$ cat config.mk
export PLATFORM = sky130hd
export DESIGN_NAME = rau_ctrl
export DESIGN_NICKNAME = d
export VERILOG_FILES = /design/src/rtl/rau_pkg.sv /design/src/rtl/rau_ctrl.sv
export SDC_FILE = /design/constraint.sdc
export NUM_CORES = 1
export LEC_CHECK = 0
export BUFFER_PORTS_ARGS = -buffer_cell sky130_fd_sc_hd__buf_2
export CORE_AREA = 5 5 42 44
export CTS_CLUSTER_SIZE = 40
export DETAILED_ROUTE_END_ITERATION = 8
export DIE_AREA = 0 0 47 49
export PLACE_DENSITY = 0.55
export REMOVE_ABC_BUFFERS = 1
export SLEW_MARGIN = 40
export SYNTH_ARGS = -nofsm -noshare
export SYNTH_HDL_FRONTEND = slang
export SYNTH_SLANG_ARGS = --single-unit
export TNS_END_PERCENT = 20
$ cat constraint.sdc
create_clock -name clk -period 3.2 [get_ports clk]
set_input_delay 0.48 -clock clk [delete_from_list [all_inputs] [get_ports clk]]
set_output_delay 0.48 -clock clk [all_outputs]
set_load 0.03 [all_outputs]
$ cat src/rtl/rau_pkg.sv
// Shared types and codes for the rational arithmetic unit.
`default_nettype none
package rau_pkg;
    localparam logic [1:0] FUNC_ADD = 2'd0;
    localparam logic [1:0] FUNC_SUB = 2'd1;
    localparam logic [1:0] FUNC_MUL = 2'd2;
    localparam logic [1:0] FUNC_DIV = 2'd3;

    typedef struct packed {
        logic load;
        logic mul1;
        logic mul2;
        logic combine;
        logic gcd_init;
        logic gcd_step;
        logic div_init;
        logic div_step;
        logic finish;
    } rau_cmd_t;

    typedef struct packed {
        logic den_zero;
        logic num_zero;
        logic gcd_done;
        logic div_done;
    } rau_sts_t;
endpackage
`default_nettype wire

$ cat src/rtl/rau_ctrl.sv
// Controller sequencing load, multiply, GCD, division and output.
`default_nettype none
module rau_ctrl (
    input  wire                clk,
    input  wire                rst_n,
    input  wire                in_valid,
    output logic               in_ready,
    output logic               out_valid,
    input  wire                out_ready,
    output rau_pkg::rau_cmd_t  cmd,
    input  rau_pkg::rau_sts_t  sts
);
    import rau_pkg::*;
    localparam logic [2:0] S_IDLE = 3'd0;
    localparam logic [2:0] S_MUL1 = 3'd1;
    localparam logic [2:0] S_MUL2 = 3'd2;
    localparam logic [2:0] S_COMB = 3'd3;
    localparam logic [2:0] S_CHK  = 3'd4;
    localparam logic [2:0] S_GCD  = 3'd5;
    localparam logic [2:0] S_DIV  = 3'd6;
    localparam logic [2:0] S_OUT  = 3'd7;

    logic [2:0] state_reg, state_next;

    always_ff @(posedge clk or negedge rst_n)
    begin
        if (!rst_n)
            state_reg <= S_IDLE;
        else
            state_reg <= state_next;
    end

    always_comb
    begin
        state_next = state_reg;
        cmd = '0;
        in_ready = (state_reg == S_IDLE);
        out_valid = (state_reg == S_OUT);
        unique case (state_reg)
            S_IDLE:
                if (in_valid)
                begin
                    cmd.load = 1'b1;
                    state_next = S_MUL1;
                end
            S_MUL1:
            begin
                cmd.mul1 = 1'b1;
                state_next = S_MUL2;
            end
            S_MUL2:
            begin
                cmd.mul2 = 1'b1;
                state_next = S_COMB;
            end
            S_COMB:
            begin
                cmd.combine = 1'b1;
                state_next = S_CHK;
            end
            S_CHK:
            begin
                cmd.finish = 1'b1;
                if (sts.den_zero || sts.num_zero)
                    state_next = S_OUT;
                else
                begin
                    cmd.gcd_init = 1'b1;
                    state_next = S_GCD;
                end
            end
            S_GCD:
                if (sts.gcd_done)
                begin
                    cmd.div_init = 1'b1;
                    state_next = S_DIV;
                end
                else
                    cmd.gcd_step = 1'b1;
            S_DIV:
                if (sts.div_done)
                    state_next = S_OUT;
                else
                    cmd.div_step = 1'b1;
            S_OUT:
                if (out_ready)
                    state_next = S_IDLE;
            default:
                state_next = S_IDLE;
        endcase
    end
endmodule
`default_nettype wire

==> metrics.yaml <==
run_status: "complete, no violations"
period_minus_slack_ns: 1.89
synthCells: 33
cts_setup_buffers: 0
grt_usage_pct: 7.05
crit_required_ns: 2.72
clock-root-buffer: "clkbuf_4"
avgSynthCellArea_um2: 8.76
htreeDepth: 1
routed_via_density: 4.15
crit_end: "cmd[1]"
cts_tree: "built"
grt_max_degree: 11
drive_gt1_share_pct: 50.0
dp_hpwl_um: 559
synthAdderAreaFrac_pct: 0
synth_area_um2: 289
startpoint_type: "register"
num_rows: 14
die_x_um: 47
num_vias: 282
hold_ws_ns: 0.0275
die-height_um: 49
cp_data_arrival_time_ns: 1.41
first_iter_violations: 8
ios: 19
setup_violations: 0
grt_pass1_vias: 292
ir_worst_vdd_v: 0.000265
swShare_pct: 53.0
hold_viol: 0
hold_class: "input pin to async pin"
seq_area_frac_synth_pct: 26.0
internal_power_uw: 197
crit_path_max_fanout: 10
fmaxAchievable_mhz: 528
tns_ns: 0
firstDrtPassIters: 4
slew_headroom_pct: 75.9
core_area_mm2: 0.00140
critPathKind: "register to output port"
powerDensity_mw_per_mm2: 1060
area_growth_pct: 36.8
final.setup_skew_ns: 0.00337
r2r_setup_slack_ns: 2.03
io_buffers: 18
synth_mux_area_share_pct: 3.46
yosys.area_share.simple_pct: 46.8
rsz0062_at_grt: "false"
routed_wire_length_per_instance_um: 10.5
dp_slack_ns: 1.54
ctsResizeCount: 0
antenna_left: 0
p_total_uw: 418
overflow: 0
dieArea_mm2: 0.00230
r2r-end: "state_reg[0]"
synth_compound_area_share_pct: 11.3
clk_latency_ns: 0.24
crit_path_start: "state_reg[2]"
antenna_found_initial: 0
min_period_over_period_pct: 59.1
critPathCaptureType: "output port"
cts_sinks: 3
r2r_cells: 3
cts_buffers: 3
worst_slew_pin_slew_ns: 0.361
drv_slew: 0
holdBufCountCts: 0
pwr-share-clk_pct: 16.3
drc_errors: 0
r2r-start: "state_reg[1]"
path_clk_slew_ns: 0.04
wl_um: 717
clk_path_buf_depth: 2
p_seq_share_pct: 27.1
setup_ws_ns: 1.31
maxCapViolations: 0
initial_core_util_pct: 20.6
stdcell_count: 68
final_nets: 61
synth_top_family_by_area: "simple AND/OR/NAND/NOR gates"
synth_xor_area_share_pct: 0
p_sw_uw: 221
gp_congestion: 0.693
largest_reg_flops: 3
yosys_warnings: 0
combPwrFrac_pct: 56.6
synth-seq-cells: 3
grt_pass1_wl_um: 1170
p_leak_uw: 0.000213
antenna_cells: 0
dp.cells: 64
ys_types: 19
==> Yosys cell counts <==
cell type | instances | area, um2
buf_4 | 1 | 7.51
nand2_1 | 4 | 15.0
nor3b_1 | 1 | 7.51
nor3_1 | 3 | 15.0
and3_1 | 1 | 6.26
nor4b_4 | 1 | 23.8
nor2_1 | 5 | 18.8
dfrtp_1 | 3 | 75.1
and2_1 | 3 | 18.8
nor2b_4 | 1 | 13.8
a221o_1 | 1 | 10.0
mux2i_1 | 1 | 10.0
nor3_2 | 1 | 10.0
a21oi_1 | 1 | 5.00
o21ai_1 | 1 | 5.00
nand2b_1 | 1 | 6.26
inv_4 | 1 | 6.26
a211oi_2 | 1 | 12.5
buf_6 | 2 | 22.5
==> cell type report <==
cell class / count / area, um2
Fill cell: 165 / 1010
Inverter: 1 / 6.26
Sequential cell: 3 / 75.1
Clock buffer: 4 / 26.3
Tap cell: 16 / 20.0
Multi-Input combinational cell: 26 / 178
Timing Repair Buffer: 18 / 90.1
==> worst max-delay path, cell delays in order (launching register included) <==
cell and delay [ns]:
dfrtp_1 0.53, inv_4 0.10, nor4b_4 0.30, buf_2 0.25
==> layer usage <==
layer  GRT usage [%]  part of all wire, %  vias to the layer above
met4            6.91                  2.6                        0
met1            9.47                   45                      118
met5               0                    0                        -
met3            1.11                  7.1                        2
met2            8.82                   45                       12
li1                -                    -                      150
==> stage by stage <==
stage | instance area [um2] | util (%)
after CTS | 395 | 28.2
after global routing | 395 | 28.2
after floorplan | 259 | -
final | 395 | 28.2
after detailed placement | 369 | 26.3
after global placement | 369 | 26.3
==> placed cells by master, fill, tap and decap left out <==
cell type	netlist	final
inv_4	1	1
mux2i_1	1	1
nor3b_1	1	1
a21oi_1	1	1
nor2_1	5	5
a211oi_2	1	1
buf_2	0	18
and2_1	3	3
nand2b_1	1	1
nor4b_4	1	1
o21ai_1	1	1
clkbuf_1	0	1
a221o_1	1	1
nor3_1	3	3
nor2b_4	1	1
nor3_2	1	1
and3_1	1	1
nand2_1	4	4
clkbuf_4	0	3
dfrtp_1	3	3
==> power by group through the flow <==
| stage | Sequential (uW) | Combinational (uW) | Clock (uW) |
|---|---|---|---|
| floorplan | 102 | 185 | 0 |
| global placement | 114 | 237 | 0 |
| detailed placement | 115 | 238 | 0 |
| CTS | 115 | 239 | 72.5 |
| global route | 125 | 256 | 75.2 |
| finish | 113 | 236 | 68.1 |
==> kinds of logic (layout without fill, tap and decap cells) <==
family,count (synthesis),count (layout)
and+or+nand+nor,21,21
AOI/OAI and AO/OA,4,4
buffers and inverters,4,23
DFF,3,3
muxes,1,1
==> worst min-delay path by stage <==
stage / end / slack, ns
CTS: state_reg[1] / 0.02
detailed placement: state_reg[1] / 0.28
global route: state_reg[0] / 0.02
global placement: state_reg[1] / 0.28
floorplan: state_reg[0] / 0.18
finish: state_reg[1] / 0.03
(Power assumes the default switching activity.)
