--- config.mk ---
export PLATFORM = sky130hd
export DESIGN_NAME = rau_datapath
export DESIGN_NICKNAME = d
export VERILOG_FILES = /design/src/rtl/rau_pkg.sv /design/src/rtl/rau_datapath.sv
export SDC_FILE = /design/constraint.sdc
export NUM_CORES = 2
export LEC_CHECK = 0
export BUFFER_PORTS_ARGS = -buffer_cell sky130_fd_sc_hd__buf_2
export CAP_MARGIN = 20
export CELL_PAD_IN_SITES_DETAIL_PLACEMENT = 1
export CELL_PAD_IN_SITES_GLOBAL_PLACEMENT = 2
export CORE_ASPECT_RATIO = 1.5
export CORE_MARGIN = 8
export CORE_UTILIZATION = 30
export CTS_CLUSTER_SIZE = 28
export DETAILED_ROUTE_END_ITERATION = 12
export GPL_ROUTABILITY_DRIVEN = 0
export MAX_ROUTING_LAYER = met4
export PLACE_DENSITY = 0.67
export SLEW_MARGIN = 20
export SYNTH_ARGS = -nofsm -noshare
export SYNTH_HDL_FRONTEND = slang
export SYNTH_SLANG_ARGS = --single-unit
--- constraint.sdc ---
create_clock -name clk -period 11.1 [get_ports clk]
set_input_delay 0.555 -clock clk [delete_from_list [all_inputs] [get_ports clk]]
set_output_delay 0.555 -clock clk [all_outputs]
set_load 0.02 [all_outputs]
--- src/rtl/rau_pkg.sv ---
// Shared types and codes for the rational arithmetic unit.
`default_nettype none
package rau_pkg;
    localparam logic [1:0] FUNC_ADD = 2'd0;
    localparam logic [1:0] FUNC_SUB = 2'd1;
    localparam logic [1:0] FUNC_MUL = 2'd2;
    localparam logic [1:0] FUNC_DIV = 2'd3;

    typedef struct packed {
        logic load;
        logic mul1;
        logic mul2;
        logic combine;
        logic gcd_init;
        logic gcd_step;
        logic div_init;
        logic div_step;
        logic finish;
    } rau_cmd_t;

    typedef struct packed {
        logic den_zero;
        logic num_zero;
        logic gcd_done;
        logic div_done;
    } rau_sts_t;
endpackage
`default_nettype wire

--- src/rtl/rau_datapath.sv ---
// Datapath: cross products, binary GCD and restoring division of both terms.
`default_nettype none
module rau_datapath #(
    parameter int WORD_BITS = 32
) (
    input  wire                 clk,
    input  wire                 rst_n,
    input  rau_pkg::rau_cmd_t   cmd,
    output rau_pkg::rau_sts_t   sts,
    input  wire  [1:0]          func,
    input  wire  [31:0]         a_num,
    input  wire  [31:0]         a_den,
    input  wire  [31:0]         b_num,
    input  wire  [31:0]         b_den,
    output logic [31:0]         res_num,
    output logic [31:0]         res_den,
    output logic                zero_den_error
);
    import rau_pkg::*;
    localparam int W = WORD_BITS;
    localparam int CW = $clog2(W + 1);
    localparam int IW = $clog2(W);

    logic [1:0]   func_reg;
    logic [W-1:0] an_reg, ad_reg, bn_reg, bd_reg;
    logic [W-1:0] p0_reg, p1_reg, p2_reg;
    logic [W-1:0] num_reg, den_reg;
    logic [W-1:0] gx_reg, gy_reg;
    logic [CW-1:0] shift_reg;
    logic [W-1:0] g_reg;
    logic [W-1:0] qn_reg, rn_reg, qd_reg, rd_reg;
    logic [CW-1:0] cnt_reg;
    logic          zero_reg;

    logic [W-1:0] abs_num, abs_den, gx_next, gy_next, diff;
    logic [W:0]   trn, trd;
    logic [W-1:0] dvd_n, dvd_d;
    logic [IW-1:0] bit_idx;

    always_comb
    begin
        abs_num = num_reg[W-1] ? -num_reg : num_reg;
        abs_den = den_reg[W-1] ? -den_reg : den_reg;
        dvd_n = num_reg[W-1] ? -num_reg : num_reg;
        dvd_d = den_reg[W-1] ? -den_reg : den_reg;
        diff = (gx_reg > gy_reg) ? gx_reg - gy_reg : gy_reg - gx_reg;
        gx_next = gx_reg;
        gy_next = gy_reg;
        if (!gx_reg[0] && !gy_reg[0])
        begin
            gx_next = gx_reg >> 1;
            gy_next = gy_reg >> 1;
        end
        else if (!gx_reg[0])
            gx_next = gx_reg >> 1;
        else if (!gy_reg[0])
            gy_next = gy_reg >> 1;
        else
        begin
            gx_next = (gx_reg < gy_reg) ? gx_reg : gy_reg;
            gy_next = diff >> 1;
        end
        bit_idx = IW'(cnt_reg - 1'b1);
        trn = {rn_reg, dvd_n[bit_idx]} - {1'b0, g_reg};
        trd = {rd_reg, dvd_d[bit_idx]} - {1'b0, g_reg};
    end

    always_ff @(posedge clk or negedge rst_n)
    begin
        if (!rst_n)
        begin
            zero_reg <= 1'b0;
        end
        else if (cmd.load)
        begin
            zero_reg <= 1'b0;
        end
        else if (cmd.finish)
        begin
            zero_reg <= (den_reg == '0);
        end
    end

    always_ff @(posedge clk)
    begin
        if (cmd.load)
        begin
            func_reg <= func;
            an_reg <= a_num[W-1:0];
            ad_reg <= a_den[W-1:0];
            bn_reg <= b_num[W-1:0];
            bd_reg <= b_den[W-1:0];
        end
        if (cmd.mul1)
        begin
            p0_reg <= W'(an_reg * ((func_reg == FUNC_MUL) ? bn_reg : bd_reg));
            p1_reg <= W'(ad_reg * bn_reg);
        end
        if (cmd.mul2)
            p2_reg <= W'(ad_reg * bd_reg);
        if (cmd.combine)
        begin
            unique case (func_reg)
                FUNC_ADD: num_reg <= p0_reg + p1_reg;
                FUNC_SUB: num_reg <= p0_reg - p1_reg;
                FUNC_MUL: num_reg <= p0_reg;
                FUNC_DIV: num_reg <= p0_reg;
                default:  num_reg <= p0_reg;
            endcase
            den_reg <= (func_reg == FUNC_DIV) ? p1_reg : p2_reg;
        end
        if (cmd.gcd_init)
        begin
            gx_reg <= abs_num;
            gy_reg <= abs_den;
            shift_reg <= '0;
        end
        if (cmd.gcd_step)
        begin
            gx_reg <= gx_next;
            gy_reg <= gy_next;
            if (!gx_reg[0] && !gy_reg[0])
                shift_reg <= shift_reg + 1'b1;
        end
        if (cmd.div_init)
        begin
            g_reg <= gx_reg << shift_reg;
            rn_reg <= '0;
            rd_reg <= '0;
            cnt_reg <= CW'(W);
        end
        if (cmd.div_step)
        begin
            if (!trn[W])
            begin
                rn_reg <= trn[W-1:0];
                qn_reg <= {qn_reg[W-2:0], 1'b1};
            end
            else
            begin
                rn_reg <= {rn_reg[W-2:0], dvd_n[bit_idx]};
                qn_reg <= {qn_reg[W-2:0], 1'b0};
            end
            if (!trd[W])
            begin
                rd_reg <= trd[W-1:0];
                qd_reg <= {qd_reg[W-2:0], 1'b1};
            end
            else
            begin
                rd_reg <= {rd_reg[W-2:0], dvd_d[bit_idx]};
                qd_reg <= {qd_reg[W-2:0], 1'b0};
            end
            cnt_reg <= cnt_reg - 1'b1;
        end
    end

    logic [W-1:0] on, od;
    always_comb
    begin
        sts.den_zero = (den_reg == '0);
        sts.num_zero = (num_reg == '0);
        sts.gcd_done = (gy_reg == '0);
        sts.div_done = (cnt_reg == '0);
        on = num_reg[W-1] ? -qn_reg : qn_reg;
        od = den_reg[W-1] ? -qd_reg : qd_reg;
        if (zero_reg)
        begin
            on = '0;
            od = '0;
        end
        else if (num_reg == '0)
        begin
            on = '0;
            od = W'(1);
        end
        res_num = 32'(signed'(on));
        res_den = 32'(signed'(od));
        zero_den_error = zero_reg;
    end
endmodule
`default_nettype wire

==> flow_summary.yaml <==
run_status:
  outcome: "complete, no violations"
logic_synthesis:
  synth_warnings: 0
  synth_area_mm2: 0.0803
  async_reset_ff_share_pct: 0.190
  synth-edff-count: 520
  synth_cell_type_count: 86
  syn_nets: 10410
  avgSynthCellArea_um2: 9.44
  synth_seq_cells: 527
  synth_ff_type: "edfxtp_1"
  seq_area_frac_synth_pct: 19.6
  syn_inst: 8503
grt:
  grt_max_degree: 70
  track_usage_pct: 20.5
  grt_remaining_overflow: 0
  use_met1_pct: 21.3
  grt_use_met3_pct: 1.95
  antenna_found_initial: 13
  grt_pass1_wl_um: 434000
  grt_pass1_vias: 69644
  gr-usage-met2_pct: 38.2
  busiest_layer: "met2"
clock_network:
  cts_max_level: 3
  cts_inserted_buffers: 67
  hold_buffers: 103
  cts-root-buf: "clkbuf_16"
  cts_tree: "built"
  cts_resized: 0
  clockBufferDepth: 3
  post_cts_buffers: 0
  clock_sinks: 527
  clk_latency_ps: 730
  clk_pin_slew_worst_paths_ps: 60
critical_path:
  cp.arrival_ps: 9470
  critPathKind: "reg -> reg"
  startpoint_type: "register"
  required_ps: 11510
  path_max_fanout: 59
  endpoint_kind: "register"
floorplanning:
  rows: 232
  fp.dieArea_mm2: 0.285
  dieHeight_um: 650
  initial_core_util_pct: 30.2
  die_x_um: 438
  io_pins: 210
  coreArea_mm2: 0.266
timing:
  setup-violations-final: 0
  skew_ps: 59.5
  fin_crit_sh_pct: 81.6
  period_needed_ps: 9060
  worst_pin_slew_ps: 1160
  hold_violations: 0
  relSlewSlack_pct: 22.2
  setup_tns_ps: 0
  rsz0062_at_grt: "false"
  finalMaxSlewViolations: 0
  fmax_mhz: 110
placement:
  dp_hpwl_um: 228000
  post-place-cells: 11929
  io_buffer_count: 209
route:
  initialDrtViolationCount: 2473
  via_per_inst: 4.98
  drc: 0
  wl_um: 287000
  via_count: 60515
  drtAntennaViolNets: 0
  wl_per_cell_um: 23.6
  drt-pass1-iter-count: 5
final_layout:
  nFillCells: 30430
  fin_nets: 10498
  finalNonFillerCells: 12162
  area_delta_synth_final_pct: 10.4
  drive_above_1_share_pct: 7.11
flow_run:
  cap_violations: 0
worst_hold_path:
  hp-class: "in -> reg"
-- cell families (layout without fill, tap and decap cells) --
logic type	Yosys count	in the layout	share of synthesized area, %
compound gates	1036	1036	8.30
xor+xnor	515	515	5.62
fa+ha+maj	1766	1766	39.0
buf+inv	1871	2009	8.80
flops	527	527	19.6
mux	195	195	2.95
other cells	0	11	0
simple gates	2593	2593	15.7
-- cell usage in the layout, fill, tap and decap left out, types with 110 or more instances in the layout --
cell type	netlist	layout
edfxtp_1	520	520
xor2_1	189	189
nor2_1	346	343
and2_1	769	769
buf_4	0	137
xnor2_1	326	326
a21o_1	110	110
o21ai_0	231	231
buf_2	16	206
ha_1	537	537
fa_1	1229	1229
inv_1	1436	1435
a21oi_1	279	277
nand2_1	1085	1085
-- critical path: stages, from the launching register on --
cell and delay (ps):
edfxtp_1 320, buf_4 460, nor2b_4 610, mux2_2 650, and2_1 290, fa_1 540, inv_1 60, fa_1 490
fa_1 460, fa_1 560, inv_1 60, fa_1 480, fa_1 580, fa_1 440, fa_1 450, ha_1 440
nand4_1 150, or3_1 360, o32ai_1 500, o21a_1 230, a211o_1 150, nor3_1 50, a21oi_1 330, xnor2_1 100
-- synth_stat cells (89+ instances only) --
master | count | area (um^2)
a21o_1 | 110 | 826
a21oi_1 | 279 | 1400
and2_1 | 769 | 4810
clkbuf_1 | 390 | 1460
edfxtp_1 | 520 | 15600
fa_1 | 1229 | 24600
ha_1 | 537 | 6720
inv_1 | 1436 | 5390
mux2i_1 | 89 | 891
nand2_1 | 1085 | 4070
nor2_1 | 346 | 1300
o21ai_0 | 231 | 1160
xnor2_1 | 326 | 2860
xor2_1 | 189 | 1660
-- layout make-up --
cell class	count	area, um^2	share of cell area (%)
Inverter	1438	5400	6.09
Timing Repair Buffer	452	3200	3.61
Sequential cell	527	15800	17.8
Antenna cell	11	27.5	0.0311
Clock inverter	44	598	0.675
Tap cell	3510	4390	4.96
Multi-Input combinational cell	6105	57500	64.9
Clock buffer	75	1710	1.93
-- routing by layer --
layer	vias up	routed length, um	part of all wire (%)
met1	31761	107000	37
met4	0	18600	6.5
met2	1044	154000	54
met5	-	0	0
li1	27174	-	-
met3	536	7610	2.7
-- path summary, 6_finish.rpt --
check	startpoint	endpoint	slack, ps	depth (start not counted)
worst max-delay path	func_reg[1]	p0_reg[31]	2040	23
worst min-delay path	b_num[19]	bn_reg[19]	50	1
min in group asynchronous	rst_n	zero_den_error	140	2
worst max register to register	func_reg[1]	p0_reg[31]	2040	23
max in group asynchronous	rst_n	zero_den_error	10880	2
worst min register to register	qn_reg[9]	qn_reg[10]	500	0
-- metrics by stage --
step,hold slack [ps],setup slack (ps),area [um^2],util [%]
global placement,330,2000,85200,32.0
global route,5.05,1600,88600,33.3
CTS,0.135,1940,88600,33.3
finish,50.4,2040,88600,33.3
detailed placement,332,1980,85200,32.0
floorplan,259,2600,80300,-
Power is not shown: default switching activity piles up to over one toggle a cycle in this logic, so the estimate is an artifact.
